--- config.mk ---
export PLATFORM = sky130hd
export DESIGN_NAME = cgtam_ram
export DESIGN_NICKNAME = d
export VERILOG_FILES = /design/src/design/cgtam_ram.sv
export SDC_FILE = /design/constraint.sdc
export NUM_CORES = 1
export LEC_CHECK = 0
export BUFFER_PORTS_ARGS = -buffer_cell sky130_fd_sc_hd__buf_2
export CORE_ASPECT_RATIO = 0.6
export CORE_MARGIN = 2
export CORE_UTILIZATION = 65
export CTS_CLUSTER_SIZE = 16
export DETAILED_ROUTE_END_ITERATION = 7
export GPL_TIMING_DRIVEN = 1
export PLACE_DENSITY = 0.84
export SYNTH_ARGS = -nofsm -noshare
export SYNTH_HDL_FRONTEND = slang
export SYNTH_SLANG_ARGS = --single-unit
--- constraint.sdc ---
create_clock -name clk -period 4.9 [get_ports clk]
set_input_delay 0.735 -clock clk [delete_from_list [all_inputs] [get_ports clk]]
set_output_delay 0.735 -clock clk [all_outputs]
set_load 0.02 [all_outputs]
--- src/design/cgtam_ram.sv ---
// Generic single-port-write, single-port-read RAM with registered read data.
module cgtam_ram #(
    parameter int WIDTH = 8,
    parameter int DEPTH = 16,
    localparam int AW = $clog2(DEPTH)
) (
    input  logic             clk,
    input  logic             we,
    input  logic [AW-1:0]    waddr,
    input  logic [WIDTH-1:0] wdata,
    input  logic [AW-1:0]    raddr,
    output logic [WIDTH-1:0] rdata
);

    logic [WIDTH-1:0] mem [DEPTH];
    logic [WIDTH-1:0] rdata_reg;

    // Write port and registered read port.
    always_ff @(posedge clk)
    begin
        if (we)
        begin
            mem[waddr] <= wdata;
        end
        rdata_reg <= mem[raddr];
    end

    assign rdata = rdata_reg;

endmodule

==> impl_metrics.toml, run 1 <==
[outcome]
outcome = "finished, final reports clean"

[setup_path]
critPathArrivalTime_ns = 2.37
end_kind = "flop"
crit_path_max_fanout = 8
worstPathRequired_ns = 4.91
critPathLaunchType = "primary input"
critPathKind = "primary input to flop"

[yosys]
synth_top_cell_by_area = "edfxtp_1"
yosys-top-cells-count = "edfxtp_1, mux4_2, a22oi_1"
syn_area_um2 = 5147
yosys_warnings = 0
ys_seq_area_share_pct = 77.78
yosys-top-cells-area = "edfxtp_1, mux4_2, mux4_1, dfxtp_1, a22oi_1"
synth_top_area_share_pct = 74.67
synth_flop_cell = "edfxtp_1"
synth_seq_cells = 136
synth_edf_count = 128
async_reset_ff_share_pct = 0
ys_types = 19
syn-num-nets = 247
synth.most_common_cell = "edfxtp_1"
syn_area_per_cell_um2 = 22.48
synthesis.instances = 229

[sta]
tightest_slew_ns = 1.281
layout_min_cycle_time_ns = 2.353
final-setup-viol-count = 0
rsz0062_at_grt = "false"
fmax_mhz = 425.1
relSlewSlack_pct = 13.96
worst_slack_ns = 2.547
slew_violations = 0
setup-tns-final_ns = 0
fin_skew_ns = 0.01067
post-route-period-util_pct = 48.01
hold_viol_final = 0

[clocking]
cts_tree = "done"
numCtsBuffers = 17
cts_root_buf = "clkbuf_16"
clockBufferDepth = 2
post_cts_resize_count = 0
cts_sinks = 136
post_cts_buffers = 0
cts_hold_buf = 0
clk_pin_slew_worst_paths_ns = 0.05
htreeDepth = 4
worstSkewPairLatency_ns = 0.41

[final_layout]
nFillCells = 430
multiInputGateArea_um2 = 1057
drive_above_1_share_pct = 25.81
syn_to_final_growth_pct = 14.71
seq_area_um2 = 4004
n_antenna_cell = 0
largest_register_ff_count = 128
nets = 284

[floorplanning]
design.core.area_um2 = 7789
row_count = 25
die_area_um2 = 8670
die_h_um = 72.93
start_util_pct = 66.09
die_w_um = 118.9
io_pins = 26

[placed_design]
port_buffers = 25
dp_hpwl_um = 5963
gp_congestion = 0.8448
post-place-ws_ns = 2.129

[route]
wirelength_um = 9760
via_count = 2398
ant_nets = 0
drc = 0
via_per_inst = 6.196
wire_per_inst_um = 25.22
drt_pass1_iterations = 5
first_iter_violations = 198

[global_route]
grt_antenna_before_repair = 0
grt_overflow_total = 0
track_usage_pct = 25.54
grt_max_degree = 33
grt_first_pass_wirelength_um = 14860
grt_pass1_vias = 2499

[hold_path]
hold_path.class = "flop to flop"

[run]
maxCapViolations = 0

[pwr]
power.density_nw_per_um2 = 443.1
leakagePower_uw = 0.001986
ir_drop_uv = 357.5
finalPower_uw = 2616
[final cells by class]
cell class              count  share of cell area (%)
repair buffers             28                   2.501
clock inverters             3                  0.6781
flip-flops and latches    136                   67.81
multi-input cells          83                   17.91
well taps                 108                   2.289
clock buffers              29                   8.815
[final timing paths]
kind | startpoint | to | slack (ns) | depth (start not counted)
setup / recovery | waddr[2] | mem[0][1] | 2.55 | 3
hold / removal | mem[7][1] | rdata[1] | 0.67 | 3
setup reg to reg | mem[11][0] | rdata[0] | 3.56 | 3
hold reg to reg | mem[7][1] | rdata[1] | 0.67 | 3
[report_power, final]
part           total [µW]  switching (µW)  internal, µW
Clock                1180             419           764
Sequential           1310            10.9          1300
Combinational         120            73.3          46.7
[metrics by stage]
stage          area [µm²]  utilization, %  instances  hold WS [ns]
2_1_floorplan        5147               -        229        0.6293
3_3_place_gp         5344           68.61        355        0.6532
3_5_place_dp         5344           68.61        355        0.6592
4_1_cts              5904           75.81        387        0.6754
5_1_grt              5904           75.81        387        0.7092
6_report             5904           75.81        387        0.6716
[kinds of logic (layout without fill, tap and decap cells)]
group | Yosys count | count (layout) | share of synthesized area [%]
flip-flops | 136 | 136 | 77.78
multiplexers | 32 | 32 | 15.02
AND/OR/NAND/NOR | 35 | 35 | 3.184
buffers and inverters | 10 | 60 | 1.677
AO/OA/AOI/OAI | 16 | 16 | 2.334
[per-layer routing]
metal / vias up / part of all wire [%] / track usage [%]
li1: 1047 / - / -
met1: 1230 / 43 / 37.51
met4: 0 / 1.3 / 10.85
met2: 109 / 47 / 37.61
met5: - / 0 / 0
met3: 12 / 8.7 / 6.797
[critical path, cell delays in order]
cell    delay [ns]
buf_2         0.11
or3b_2        0.52
nor3_1        0.99
[cells in the final DEF (no fill, tap or decap)]
master / n
and2b_1: 1
nor3_1: 4
bufinv_16: 1
nor2_1: 13
nor2b_1: 1
clkbuf_1: 7
edfxtp_1: 128
and2_1: 1
buf_4: 3
clkbuf_8: 5
or3b_2: 1
nand2_1: 9
nand3b_1: 2
buf_2: 25
dfxtp_1: 8
a22oi_1: 16
mux4_2: 18
clkinv_2: 2
nand3_1: 1
nand2b_1: 2
mux4_1: 14
clkbuf_16: 17
Power figures use the tool's default switching activity.
==> run 2: changes to the inputs <==
Settings changed: CORE_UTILIZATION 65 to 60, PLACE_DENSITY 0.84 to 0.78.
Clock period 4.9 ns to 2.25 ns, I/O delays scaled along.
==> run 2 against run 1 <==
Net effect: first-iteration DRC count up 100%; flip-flop and latch count unchanged; worst hold slack lost 0.36 ns; power up 110%; clock-buffer cell count decreased by 8; routed wire length fell by 1.3%; setup slack lost 1.7 ns; largest power group unchanged; highest routed layer unchanged.
==> impl_metrics.toml, run 2 (synthesis gave the netlist of run 1 again) <==
[outcome]
outcome = "finished, final reports clean"

[sta]
hold_viol_final = 0
final-setup-viol-count = 0
relSlewSlack_pct = 50.98
layout_min_cycle_time_ns = 1.388
tightest_slew_ns = 0.7338
rsz0062_at_grt = "false"
slew_violations = 0
fin_skew_ns = 0.007809
post-route-period-util_pct = 61.68
fmax_mhz = 720.6
setup-tns-final_ns = 0

[setup_path]
critical_path.slowest_cell = "mux4_1"
path_delay_family = "multiplexers"
crit_path_max_fanout = 1
worstPathRequired_ns = 2.54
critPathKind = "flop to flop"
critical_path_buf_inv_count = 0
crit_path_cell_trace = "mux4_1 > a22oi_1 > nand2_1"
end_kind = "flop"
critPathLaunchType = "flop"
cpPeakStageDelay_ns = 0.53
critPathArrivalTime_ns = 1.68
rrSetupSlack_ns = 0.86

[pwr]
finalPower_uw = 5505
leakagePower_uw = 0.002053
ir_drop_uv = 675.0
power.density_nw_per_um2 = 917.3

[global_route]
grt_antenna_before_repair = 0
grt_first_pass_wirelength_um = 14670
track_usage_pct = 23.88
grt_max_degree = 33
grt_overflow_total = 0
grt_pass1_vias = 2472

[final_layout]
nFillCells = 501
n_antenna_cell = 0
drive_above_1_share_pct = 28.67
final_cell_mix = "edfxtp_1, buf_2, mux4_2, buf_4, clkbuf_16"
final_common_cell = "edfxtp_1"
largest_register_ff_count = 128
multiInputGateArea_um2 = 1057
nets = 301
syn_to_final_growth_pct = 16.58
seq_area_um2 = 4004

[clocking]
post_cts_resize_count = 0
cts_sinks = 136
htreeDepth = 4
numCtsBuffers = 17
worstSkewPairLatency_ns = 0.41
cts_hold_buf = 0
post_cts_buffers = 0
clockBufferDepth = 2
clk_pin_slew_worst_paths_ns = 0.05
cts_tree = "done"
cts_root_buf = "clkbuf_16"

[route]
wirelength_um = 9629
first_iter_violations = 399
wire_per_inst_um = 23.78
via_per_inst = 6.032
drc = 0
drt_pass1_iterations = 4
ant_nets = 0
via_count = 2443

[floorplanning]
design.core.area_um2 = 8426
start_util_pct = 61.09
die_w_um = 123.6
row_count = 26
io_pins = 26
die_area_um2 = 9360
die_h_um = 75.75

[placed_design]
dp_hpwl_um = 6246
gp_congestion = 0.7506
port_buffers = 25

[run]
maxCapViolations = 0

[hold_path]
hold_path.class = "primary input to flop"
run 2: cell count changes in the layout (fill, tap and decap cells not counted), sizes merged:
| cell | previous run | this run |
|---|---|---|
| buf | 28 | 45 |
| clkinv | 2 | 7 |
| clkbuf | 29 | 21 |
run 2: worst reg2reg max path, stage by stage (launching register included):
cell and delay, ns:
edfxtp_1 0.40, mux4_1 0.53, a22oi_1 0.27, nand2_1 0.08
run 2: report_power, final:
part           leakage (µW)  internal [µW]  switching [µW]
registers           0.00122           2840            18.2
clock network      0.000244           1470             904
logic              0.000585            115             160
run 2: routing by layer:
metal / vias up / wire length [µm] / track usage, %
li1: 1081 / - / -
met1: 1256 / 4301 / 35.57
met2: 95 / 4486 / 34.13
met3: 11 / 749 / 7.710
met4: 0 / 92 / 8.207
met5: - / 0 / 0
run 2: worst paths after layout:
| kind | startpoint | to | cells after the start |
|---|---|---|---|
| hold reg to reg | mem[7][3] | rdata[3] | 3 |
| setup / recovery | mem[1][0] | rdata[0] | 3 |
| setup reg to reg | mem[1][0] | rdata[0] | 3 |
| hold / removal | wdata[2] | mem[10][2] | 1 |
run 2: final cells by class:
| cell class | count | area share, % |
|---|---|---|
| Tap cell | 112 | 2.335 |
| Clock inverter | 8 | 0.9800 |
| Timing Repair Buffer | 45 | 5.004 |
| Sequential cell | 136 | 66.72 |
| Clock buffer | 21 | 7.339 |
| Multi-Input combinational cell | 83 | 17.62 |
run 2: stage by stage:
stage	instances	setup WS [ns]	hold WS, ns	utilization, %	instance area, µm²
final	405	0.8623	0.3116	71.22	6001
after detailed placement	376	0.4578	0.6529	65.30	5502
after CTS	405	0.8343	0.2974	71.22	6001
after global placement	376	0.5111	0.6526	65.30	5502
after floorplan	229	0.4196	0.4364	-	5147
after global routing	405	0.8237	0.3122	71.22	6001
==> run 3: changes to the inputs <==
Settings changed: ABC_AREA from default to 1, CORE_UTILIZATION 60 to 61, PLACE_DENSITY 0.78 to 0.79.
Clock period 2.25 ns to 1.3 ns, I/O delays scaled along.
==> run 3 against run 2 <==
Net effect: sequential share of layout area down 7.6 points; critical endpoint is now rdata[4]; critical path depth down 2; global-route usage up 4.8 points; critical path type is now flop to primary output; utilization up 2.4 points; sequential power up 73%; combinational power up 140%; flip-flop and latch count unchanged; area after synthesis up 12%.
==> impl_metrics.toml, run 3 <==
[sta]
tightest_slew_ns = 0.3904
rsz0062_at_grt = "false"
relSlewSlack_pct = 73.97
final-setup-viol-count = 0
slew_violations = 0
post-route-period-util_pct = 86.15
hold_viol_final = 0
setup-tns-final_ns = 0
fin_skew_ns = 0.005980
layout_min_cycle_time_ns = 1.120
fmax_mhz = 892.9

[yosys]
syn_area_um2 = 5767
async_reset_ff_share_pct = 0
synth_top_family_by_area = "simple AND/OR/NAND/NOR gates"
synth_seq_cells = 136
synth_fa_ha_area_share_pct = 0
yosys-top-cells-count = "nand2_1, edfxtp_1, inv_1"
ys_seq_area_share_pct = 69.43
synth_edf_count = 128
yosys-top-cells-area = "edfxtp_1, nand2_1, nand3_1, inv_1, dfxtp_1"
synth_top_area_share_pct = 66.65
synth_flop_cell = "edfxtp_1"
yosys.area_share.simple_pct = 21.05
synth_compound_area_share_pct = 0
syn_area_per_cell_um2 = 10.47
yosys_warnings = 0
synthMuxAreaShare_pct = 0
ys_types = 12
syn-num-nets = 569
synth_top_cell_by_area = "edfxtp_1"
synthXorXnorAreaFrac_pct = 0
synthesis.instances = 551
synth.most_common_cell = "nand2_1"

[hold_path]
worstHoldStart = "raddr[3]"
hold_path.class = "primary input to flop"
whs_path_depth = 3
min_to = "rdata[5]"

[pwr]
swShare_pct = 20.84
leakagePower_uw = 0.002977
pwr-share-seq_pct = 47.0
switching_power_uw = 2187
power.density_nw_per_um2 = 1551
intPower_uw = 8309
p_clk_share_pct = 46.7
ir_drop_uv = 1461
power_frac_comb_pct = 6.3

[final_layout]
n_antenna_cell = 0
utilization_pct = 73.67
syn_to_final_growth_pct = 17.38
stdcell_count = 745
drive_above_1_share_pct = 13.66
final_cell_mix = "nand2_1, edfxtp_1, inv_1, nand3_1, buf_4"
largest_register_ff_count = 128
nets = 620
final_common_cell = "nand2_1"

[clocking]
clockBufferDepth = 2
cts_tree = "done"
post_cts_buffers = 0
cts_hold_buf = 0
clk_pin_slew_worst_paths_ns = 0.05
post_cts_resize_count = 0
cts_sinks = 136
worstSkewPairLatency_ns = 0.41
htreeDepth = 4
cts_root_buf = "clkbuf_16"
numCtsBuffers = 17

[route]
via_per_inst = 5.415
drt_pass1_iterations = 5
drc = 0
first_iter_violations = 642
wire_per_inst_um = 17.81
ant_nets = 0
wirelength_um = 13270
via_count = 4034

[setup_path]
rr_endpoint = "rdata[3]"
crit_path_cell_trace = "buf_2"
critPathLaunchType = "flop"
critPathArrivalTime_ns = 0.93
rrSetupSlack_ns = 0.27
crit_path_max_fanout = 1
end_kind = "primary output"
cpPeakStageDelay_ns = 0.34
path_delay_family = "flip-flops"
reg2reg_from = "mem[0][3]"
worstPathRequired_ns = 1.11
critical_path_buf_inv_count = 1
reg2reg_depth = 6
critical_path.slowest_cell = "dfxtp_1"
critPathKind = "flop to primary output"

[global_route]
grt_first_pass_wirelength_um = 20840
grt_pass1_vias = 3888
track_usage_pct = 28.70
grt_overflow_total = 0
grt_antenna_before_repair = 0
use_met2_pct = 41.37
grtUsageMet1_pct = 43.72
use_met3_pct = 7.480
grt_max_degree = 57
grt.busiest_layer = "met1"

[floorplanning]
start_util_pct = 62.76
design.core.area_um2 = 9189
die_w_um = 129.5
io_pins = 26
row_count = 27
die_h_um = 79.32
die_area_um2 = 10270

[placed_design]
dp_hpwl_um = 8665
gp_congestion = 0.9279
dp.cells = 713
port_buffers = 25

[outcome]
outcome = "finished, final reports clean"

[run]
maxCapViolations = 0
[run 3: worst max-delay path by stage]
stage | from | endpoint | slack (ns) | depth (start not counted)
floorplan | waddr[2] | mem[10][0] | 0.15 | 2
detailed placement | raddr[0] | rdata[4] | 0.04 | 8
finish | rdata[4] | rdata[4] | 0.18 | 1
global route | rdata[4] | rdata[4] | 0.16 | 1
CTS | rdata[4] | rdata[4] | 0.17 | 1
global placement | raddr[0] | rdata[5] | 0.08 | 8
[run 3: cell type report]
class                   instances  area, µm²
clock buffers                  23      447.9
multi-input cells             289       1214
flip-flops and latches        136       4004
well taps                     130      162.7
inverters                     102      382.9
fillers                       622       2420
clock inverters                 9      150.1
repair buffers                 56      407.9
[run 3: power by group through the flow]
stage | Combinational [µW] | Sequential (µW) | Clock, µW
after floorplan | 346 | 5050 | 0
after global placement | 627 | 5020 | 0
after detailed placement | 651 | 5030 | 0
after CTS | 658 | 4940 | 4910
after global routing | 729 | 4940 | 5120
final | 662 | 4940 | 4900
[run 3: cell families after synthesis]
| logic type | after synthesis |
|---|---|
| buffers and inverters | 126 |
| AND/OR/NAND/NOR | 289 |
| flip-flops | 136 |
[run 3: stage by stage]
stage	cell area, µm²	setup WS, ns	hold WS (ns)	power (µW)
2_1_floorplan	5767	0.1542	0.2939	5398
3_5_place_dp	6171	0.04415	0.5580	5677
4_1_cts	6769	0.1734	0.1256	10510
6_report	6769	0.1800	0.1369	10500
5_1_grt	6769	0.1618	0.1530	10790
3_3_place_gp	6171	0.08219	0.5635	5649
[run 3: routing by layer]
metal,wire length (µm),vias to the layer above
li1,-,1876
met1,5769,1897
met2,5825,239
met3,1475,22
met4,201,0
met5,0,-
