<file path="src/design/cgtam_pkg.sv">
// Types, constants and helper functions of the time axis mapper.
package cgtam_pkg;

    localparam int TABLE_DEPTH = 1024;
    localparam int FRAC_BITS   = 16;
    localparam int ADDR_W      = $clog2(TABLE_DEPTH);
    localparam int CNT_W       = ADDR_W + 1;
    localparam int TIME_W      = 34;
    localparam int POS_W       = 48;
    localparam int CAP_W       = 20;
    localparam int SCALE_W     = 16;
    localparam int PROD_W      = CAP_W + SCALE_W;
    localparam int MD_W        = TIME_W + POS_W;
    localparam int STEP_SHL    = (FRAC_BITS >= 16) ? FRAC_BITS - 16 : 0;
    localparam int STEP_SHR    = (FRAC_BITS < 16) ? 16 - FRAC_BITS : 0;

    // Request codes.
    localparam logic [1:0] REQ_CLEAR  = 2'd0;
    localparam logic [1:0] REQ_INSERT = 2'd1;
    localparam logic [1:0] REQ_BUILD  = 2'd2;
    localparam logic [1:0] REQ_QUERY  = 2'd3;

    // Status codes.
    localparam logic [1:0] STS_OK      = 2'd0;
    localparam logic [1:0] STS_FULL    = 2'd1;
    localparam logic [1:0] STS_NOBUILD = 2'd2;

    // Register indexes.
    localparam logic [1:0] REG_MIN_TIME = 2'd0;
    localparam logic [1:0] REG_MAX_TIME = 2'd1;
    localparam logic [1:0] REG_GAP_CAP  = 2'd2;
    localparam logic [1:0] REG_SCALE    = 2'd3;

    typedef enum logic [4:0] {
        ST_IDLE,
        ST_CLR0,
        ST_CLR1,
        ST_INS_SCAN,
        ST_INS_CHK,
        ST_INS_DEC,
        ST_INS_SHRD,
        ST_INS_SHWR,
        ST_INS_PUT,
        ST_BLD_START,
        ST_BLD_PREV,
        ST_BLD_LOOP,
        ST_BLD_MUL,
        ST_BLD_ADD,
        ST_Q_T0,
        ST_Q_TL,
        ST_Q_CLAMP,
        ST_Q_SRCH,
        ST_Q_SCHK,
        ST_Q_PA,
        ST_Q_PB,
        ST_Q_MD,
        ST_FIN
    } state_t;

    typedef enum logic [1:0] {
        MD_IDLE,
        MD_MUL,
        MD_DIV
    } md_state_t;

    // Operands handed to the multiply-divide unit.
    typedef struct packed {
        logic              start;
        logic [TIME_W-1:0] a;
        logic [POS_W-1:0]  b;
        logic [TIME_W-1:0] d;
    } md_req_t;

    // Scale an exact Q.16 step to the position format.
    function automatic logic [POS_W-1:0] step_of(input logic [PROD_W-1:0] prod);
        logic [POS_W-1:0] wide;
        wide = POS_W'(prod);
        return (wide << STEP_SHL) >> STEP_SHR;
    endfunction

endpackage

</file>
<file path="src/design/cgtam_muldiv.sv">
// Bit-serial unit that forms a*b exactly and divides it by d with truncation.
module cgtam_muldiv
    import cgtam_pkg::*;
(
    input  logic             clk,
    input  logic             rst_n,
    input  md_req_t          req,
    output logic             done,
    output logic [POS_W-1:0] q
);

    localparam int STEP_W = $clog2(MD_W + 1);

    md_state_t         state_reg, state_next;
    logic [STEP_W-1:0] step_reg, step_next;
    logic              done_reg, done_next;
    logic [TIME_W-1:0] a_reg, a_next;
    logic [POS_W-1:0]  b_reg, b_next;
    logic [TIME_W-1:0] d_reg, d_next;
    logic [MD_W-1:0]   acc_reg, acc_next;
    logic [TIME_W-1:0] r_reg, r_next;
    logic [POS_W-1:0]  q_reg, q_next;
    logic [TIME_W:0]   r_try;

    // Control state.
    always_ff @(posedge clk or negedge rst_n)
    begin
        if (!rst_n)
        begin
            state_reg <= MD_IDLE;
            step_reg  <= '0;
            done_reg  <= 1'b0;
        end
        else
        begin
            state_reg <= state_next;
            step_reg  <= step_next;
            done_reg  <= done_next;
        end
    end

    // Datapath registers.
    always_ff @(posedge clk)
    begin
        a_reg   <= a_next;
        b_reg   <= b_next;
        d_reg   <= d_next;
        acc_reg <= acc_next;
        r_reg   <= r_next;
        q_reg   <= q_next;
    end

    // One multiplier bit per cycle, then one quotient bit per cycle.
    always_comb
    begin
        state_next = state_reg;
        step_next  = step_reg;
        done_next  = 1'b0;
        a_next     = a_reg;
        b_next     = b_reg;
        d_next     = d_reg;
        acc_next   = acc_reg;
        r_next     = r_reg;
        q_next     = q_reg;
        r_try      = {r_reg, acc_reg[MD_W-1]};
        case (state_reg)
            MD_IDLE:
            begin
                if (req.start)
                begin
                    a_next     = req.a;
                    b_next     = req.b;
                    d_next     = req.d;
                    acc_next   = '0;
                    step_next  = '0;
                    state_next = MD_MUL;
                end
            end
            MD_MUL:
            begin
                acc_next = (acc_reg << 1)
                         + (a_reg[TIME_W-1] ? MD_W'(b_reg) : MD_W'(0));
                a_next   = a_reg << 1;
                if (step_reg == STEP_W'(TIME_W - 1))
                begin
                    step_next  = '0;
                    r_next     = '0;
                    q_next     = '0;
                    state_next = MD_DIV;
                end
                else
                begin
                    step_next = step_reg + 1'b1;
                end
            end
            MD_DIV:
            begin
                acc_next = acc_reg << 1;
                if (r_try >= {1'b0, d_reg})
                begin
                    r_next = TIME_W'(r_try - {1'b0, d_reg});
                    q_next = {q_reg[POS_W-2:0], 1'b1};
                end
                else
                begin
                    r_next = r_try[TIME_W-1:0];
                    q_next = {q_reg[POS_W-2:0], 1'b0};
                end
                if (step_reg == STEP_W'(MD_W - 1))
                begin
                    done_next  = 1'b1;
                    state_next = MD_IDLE;
                end
                else
                begin
                    step_next = step_reg + 1'b1;
                end
            end
            default:
            begin
                state_next = MD_IDLE;
            end
        endcase
    end

    assign done = done_reg;
    assign q    = q_reg;

endmodule

</file>
<file path="config.mk">
export PLATFORM = sky130hd
export DESIGN_NAME = cgtam_muldiv
export DESIGN_NICKNAME = d
export VERILOG_FILES = /design/src/design/cgtam_pkg.sv /design/src/design/cgtam_muldiv.sv
export SDC_FILE = /design/constraint.sdc
export NUM_CORES = 1
export LEC_CHECK = 0
export BUFFER_PORTS_ARGS = -buffer_cell sky130_fd_sc_hd__buf_4
export CAP_MARGIN = 0
export CORE_UTILIZATION = 54
export DETAILED_ROUTE_END_ITERATION = 8
export PLACE_DENSITY = 0.77
export SYNTH_ARGS = -nofsm -noshare
export SYNTH_HDL_FRONTEND = slang
export SYNTH_SLANG_ARGS = --single-unit
</file>
<file path="constraint.sdc">
create_clock -name clk -period 6.5 [get_ports clk]
set_input_delay 1.625 -clock clk [delete_from_list [all_inputs] [get_ports clk]]
set_output_delay 1.625 -clock clk [all_outputs]
set_load 0.02 [all_outputs]
</file>
==> flow_summary_export.csv, run 1 <==
group,metric,value,unit
floorplan,start_util,55.6,%
layout,largest_reg_flops,82,
power,vdd_drop_max,0.260,mV
placement,portBuffers,167,
floorplan,rows,63,
routing,wirelength,36400,um
floorplan,die_area,0.0316,mm2
logic_synthesis,yosys.area_share.xor_xnor,3.46,%
critical_path,critPathSlowestCell,"o21ai_2",
routing,wl_per_cell,17.4,um
power,leakage,7.30,nW
worst_hold_path,hold_depth,1,
placement,place_ws,2.54,ns
layout,area.growth.synth_to_final,15.3,%
logic_synthesis,netlist_instances,1535,
clock_tree,insertion_delay,0.51,ns
logic_synthesis,synthDistinctLibCells,91,
logic_synthesis,ys.flop_type,"edfxtp_1",
sta,drv_slew,0,
critical_path,reg2reg_from,"a_reg[33]",
critical_path,max_stage_delay,0.75,ns
layout,antenna_cells,0,
routing,first_iter_violations,859,
critical_path,r2r-end,"acc_reg[80]",
logic_synthesis,yosysWarnings,0,
run,drv_cap,0,
logic_synthesis,async_reset_ff_share,3.45,%
critical_path,r2r_cells,13,
critical_path,worst_setup_path_end_kind,"register",
clock_tree,cts.path.max_buffers,3,
logic_synthesis,yosys.area_share.simple,14.6,%
clock_tree,root_buffer,"clkbuf_16",
clock_tree,hold_buffers,0,
sta,fmax,247,MHz
worst_hold_path,hp-class,"register to register",
sta,final.setup_skew,0.0163,ns
sta,worst_slew_pin_slew,1.08,ns
global_routing,antenna_found_initial,0,
logic_synthesis,ys_ff_latch,290,
worst_hold_path,min_to,"a_reg[4]",
logic_synthesis,syn_area,0.0167,mm2
clock_tree,cts_tree,"done",
layout,nets,1888,
sta,finalSetupTns,0,ns
routing,vias_per_cell,5.91,
sta,rsz0062_at_grt,"no",
global_routing,grt_pass1_wl,58700,um
sta,min_period,4.05,ns
outcome,status,"finished clean",
routing,num_vias,12400,
global_routing,grt_max_degree,82,
clock_tree,cts_htree_levels,2,
logic_synthesis,syn_nets,1743,
clock_tree,cts_sinks,290,
layout,layout-drive-gt1-share,17.8,%
clock_tree,postCtsSetupBuffers,0,
global_routing,grt-ovfl-total,0,
critical_path,required,6.73,ns
placement,place.gp.congestion,0.914,
worst_hold_path,min_from,"a_reg[3]",
logic_synthesis,yosysSeqAreaShare,51.9,%
sta,relSlewSlack,27.6,%
routing,antenna_left,0,
logic_synthesis,synth_top_family_by_area,"compound AO/OA/AOI/OAI gates",
floorplan,ios,168,
logic_synthesis,muxShareOfSynthArea,2.77,%
global_routing,grt_pass1_vias,12100,
critical_path,r2r_slack,2.45,ns
clock_tree,postCtsResizedCells,0,
floorplan,core,0.0300,mm2
critical_path,start_kind,"register",
critical_path,crit_arrival,4.28,ns
routing,drtPass1Iterations,5,
clock_tree,cts_buffers,34,
floorplan,fp.dieH,178,um
sta,timing.final.crit_share,62.3,%
critical_path,cp_cell_sequence,"buf_4, and2_1, ha_1, nand2_1, nor2_2, nand2_1, or4_4, a211oi_4, o21ai_1, o21ai_2, a31oi_1, o21ai_0, o21ai_0",
logic_synthesis,syn_avg_cell_area,10.9,um2
sta,setup_ws,2.45,ns
floorplan,die_w,178,um
critical_path,worst-path-max-fanout,48,
power,powerDensity,380,mW/mm2
critical_path,crit_type,"register to register",
logic_synthesis,synth-edff-count,280,
logic_synthesis,synthAdderAreaFrac,6.76,%
logic_synthesis,synth_compound_area_share,17.0,%
clock_tree,clk_pin_slew,0.06,ns
sta,finalHoldViolCount,0,
routing,drc,0,
layout,final_cell_mix,"edfxtp_1, buf_4, o21ai_0, nand2_1, a21oi_1",
global_routing,grtUsageTotal,22.8,%
placement,hpwl,24800,um
layout,final_common_cell,"edfxtp_1",
sta,setup_viol,0,
kinds of logic (layout without fill, tap and decap cells):
kind of cell | count (synthesis) | in the layout
AOI/OAI and AO/OA | 446 | 446
buffers and inverters | 133 | 302
and+or+nand+nor | 469 | 469
xor gates and xnor gates | 66 | 66
adders and majority gates | 89 | 89
muxes | 42 | 42
DFF | 290 | 290
final cells by class:
class | count | area, um2
timing repair buffer | 180 | 1350
inverter | 62 | 233
tap | 390 | 488
sequential | 290 | 8660
clock inverter | 16 | 83.8
multi-input combinational | 1112 | 7480
fill | 2315 | 10800
clock buffer | 44 | 940
critical path: cells and delay by family (launching register included):
kind | cells | cell delay, ns
fa+ha+maj | 1 | 0.42
buf+inv | 1 | 0.26
compound gates | 6 | 1.64
flops | 1 | 0.35
simple gates | 5 | 1.08
metal layers:
metal	vias to the layer above	part of all wire (%)	GRT usage, %
li1	6000	-	-
met1	5968	43	29.4
met2	323	50	39.0
met3	78	4.2	3.00
met4	0	3.4	8.90
met5	-	0	0
where the power goes:
part / switching (W) / internal (W) / total, W
clock network: 0.000740 / 0.00102 / 0.00176
logic: 0.00161 / 0.00107 / 0.00268
registers: 0.000228 / 0.00264 / 0.00287
cell usage after synthesis, types with 16 or more instances:
cell / number / area, um2
nand3_1: 33 / 165
nor2_1: 79 / 297
and2_1: 102 / 638
xor2_1: 31 / 272
nand2_1: 120 / 450
a31oi_1: 22 / 138
and3_1: 17 / 106
edfxtp_1: 280 / 8410
ha_1: 87 / 1090
xnor2_1: 35 / 307
mux2_2: 33 / 372
nand4_1: 34 / 213
a21o_1: 47 / 353
nor3_1: 16 / 80.1
o21ai_0: 137 / 686
clkbuf_1: 43 / 161
inv_1: 62 / 233
a21oi_1: 107 / 536
metrics by stage:
| stage | cells | instance area, um2 | utilization [%] | power [W] | hold slack (ns) |
|---|---|---|---|---|---|
| after floorplan | 1535 | 16700 | - | 0.00493 | 0.504 |
| after global placement | 2034 | 18200 | 60.6 | 0.00546 | 0.527 |
| after detailed placement | 2034 | 18200 | 60.6 | 0.00555 | 0.533 |
| after CTS | 2094 | 19200 | 64.1 | 0.00733 | 0.542 |
| after global routing | 2094 | 19200 | 64.1 | 0.00777 | 0.563 |
| final | 2094 | 19200 | 64.1 | 0.00731 | 0.537 |
worst max-delay path by stage:
| stage | startpoint | end | slack, ns | depth (start not counted) |
|---|---|---|---|---|
| 2_1_floorplan | req[116] | a_reg[0] | 0.12 | 3 |
| 3_3_place_gp | a_reg[33] | acc_reg[80] | 2.68 | 13 |
| 3_5_place_dp | a_reg[33] | acc_reg[60] | 2.54 | 13 |
| 4_1_cts | a_reg[33] | acc_reg[80] | 2.52 | 13 |
| 5_1_grt | a_reg[33] | acc_reg[80] | 2.14 | 13 |
| 6_report | a_reg[33] | acc_reg[80] | 2.45 | 13 |
No activity file was read; power rests on OpenSTA's default activity.
==> run 2: changes to the inputs <==
==> constraint.sdc (replaced) <==
create_clock -name clk -period 3.7 [get_ports clk]
set_input_delay 0.925 -clock clk [delete_from_list [all_inputs] [get_ports clk]]
set_output_delay 0.925 -clock clk [all_outputs]
set_load 0.02 [all_outputs]
==> flow_summary_export.csv, run 2 (synthesized netlist as in run 1, its figures left out) <==
group,metric,value,unit
critical_path,required,3.95,ns
sta,rsz0062_at_grt,"no",
critical_path,cp_cell_sequence,"buf_12, and2_1, ha_1, a211oi_1, nor2_1, o21ai_1, a21oi_1, a2111oi_0, buf_4, o21ai_0, a31oi_1, buf_4, xor2_1, o21ai_0",
floorplan,die_w,178,um
critical_path,crit_arrival,3.81,ns
placement,placed_area,0.0184,mm2
critical_path,crit_type,"register to register",
layout,final_cell_mix,"edfxtp_1, buf_4, o21ai_0, nand2_1, a21oi_1",
routing,num_vias,12500,
critical_path,worst_setup_path_end_kind,"register",
global_routing,grtUsageTotal,23.2,%
worst_hold_path,hp-class,"input pin to asynchronous set/reset pin",
sta,drv_slew,0,
routing,vias_per_cell,5.91,
placement,hpwl,25300,um
sta,timing.final.crit_share,96.3,%
clock_tree,clk_pin_slew,0.06,ns
layout,area.growth.synth_to_final,17.0,%
clock_tree,insertion_delay,0.53,ns
routing,drc,0,
floorplan,rows,63,
outcome,status,"finished clean",
clock_tree,cts_sinks,290,
sta,final.setup_skew,0.0226,ns
layout,multi_input_area,0.00751,mm2
floorplan,ios,168,
clock_tree,cts_htree_levels,2,
sta,finalHoldViolCount,0,
layout,nets,1908,
layout,final_common_cell,"edfxtp_1",
power,vdd_drop_max,0.449,mV
sta,worst_slew_pin_slew,0.846,ns
floorplan,core,0.0300,mm2
clock_tree,cts_buffers,34,
layout,fillers,2324,
routing,wirelength,36700,um
routing,antenna_left,0,
layout,layout-drive-gt1-share,18.9,%
layout,antenna_cells,0,
floorplan,start_util,55.6,%
global_routing,grt_pass1_vias,12200,
sta,holdWs,0.227,ns
sta,finalSetupTns,0,ns
routing,first_iter_violations,983,
global_routing,grt_pass1_wl,59000,um
floorplan,fp.dieH,178,um
sta,relSlewSlack,43.6,%
routing,wl_per_cell,17.3,um
layout,largest_reg_flops,82,
power,powerDensity,677,mW/mm2
placement,place.gp.congestion,0.909,
critical_path,critPathSlowestCell,"edfxtp_1",
critical_path,max_stage_delay,0.41,ns
global_routing,grt-ovfl-total,0,
sta,min_period,3.56,ns
sta,fmax,281,MHz
layout,ff_latch_area,0.00866,mm2
clock_tree,root_buffer,"clkbuf_16",
critical_path,worst-path-max-fanout,48,
critical_path,start_kind,"register",
placement,portBuffers,167,
clock_tree,cts.path.max_buffers,3,
routing,drtPass1Iterations,5,
global_routing,antenna_found_initial,0,
run,drv_cap,0,
power,leakage,7.46,nW
clock_tree,cts_tree,"done",
layout,design_area,0.0195,mm2
global_routing,grt_max_degree,83,
floorplan,die_area,0.0316,mm2
sta,setup_viol,0,
## run 2: changes by cell type in the layout (fill, tap and decap cells not counted), sizes merged
cell / previous run / this run
clkbuf: 44 / 45
bufinv: 0 / 2
buf: 180 / 200
clkinvlp: 1 / 0
## run 2: worst paths after layout
path                       startpoint           to  slack [ns]  cells past startpoint
max in group asynchronous       rst_n  step_reg[2]        3.33                      1
max                         a_reg[33]  acc_reg[34]        0.14                     14
min reg2reg                  a_reg[7]     a_reg[8]        0.54                      1
min in group clk             a_reg[7]     a_reg[8]        0.54                      1
max reg2reg                 a_reg[33]  acc_reg[34]        0.14                     14
min                             rst_n         done        0.23                      1
## run 2: stage by stage
stage | utilization, % | setup WS [ns] | cells | total power (W)
floorplan | - | 0.217 | 1535 | 0.00865
global placement | 61.1 | 0.220 | 2050 | 0.00972
detailed placement | 61.1 | 0.114 | 2050 | 0.00985
CTS | 64.8 | 0.0961 | 2112 | 0.0132
global route | 65.0 | 0.00174 | 2116 | 0.0140
finish | 65.0 | 0.138 | 2116 | 0.0132
## run 2: metal layers
metal	up-vias	track usage, %	wire, um
li1	6053	-	-
met1	5969	30.7	15900
met2	402	38.9	18000
met3	74	3.58	1940
met4	0	7.34	834
met5	-	0	0
## run 2: worst max-delay path: cells and delay by family, from the launching register on
kind / cells / cell delay (ns)
compound gates: 7 / 1.58
xor+xnor: 1 / 0.14
fa+ha+maj: 1 / 0.31
buf+inv: 3 / 0.53
flops: 1 / 0.41
simple gates: 2 / 0.31
## run 2: layout make-up
| type | count | area share, % |
|---|---|---|
| clock inverters | 17 | 0.673 |
| inverters | 62 | 1.19 |
| repair buffers | 200 | 7.92 |
| flip-flops and latches | 290 | 44.4 |
| well taps | 390 | 2.50 |
| multi-input cells | 1112 | 38.5 |
| clock buffers | 45 | 4.90 |
## run 2: what timing repair did
item,CTS,global route
hold endpoints to repair,0,0
hold buffers,0,0
resized for setup,0,8
setup buffers,0,4
endpoints found under the setup margin,0,28
## run 2: report_power, final
group,leakage [nW],internal (W),switching [W]
clock,0.532,0.00196,0.00132
sequential,2.70,0.00464,0.000425
combinational,4.22,0.00201,0.00286
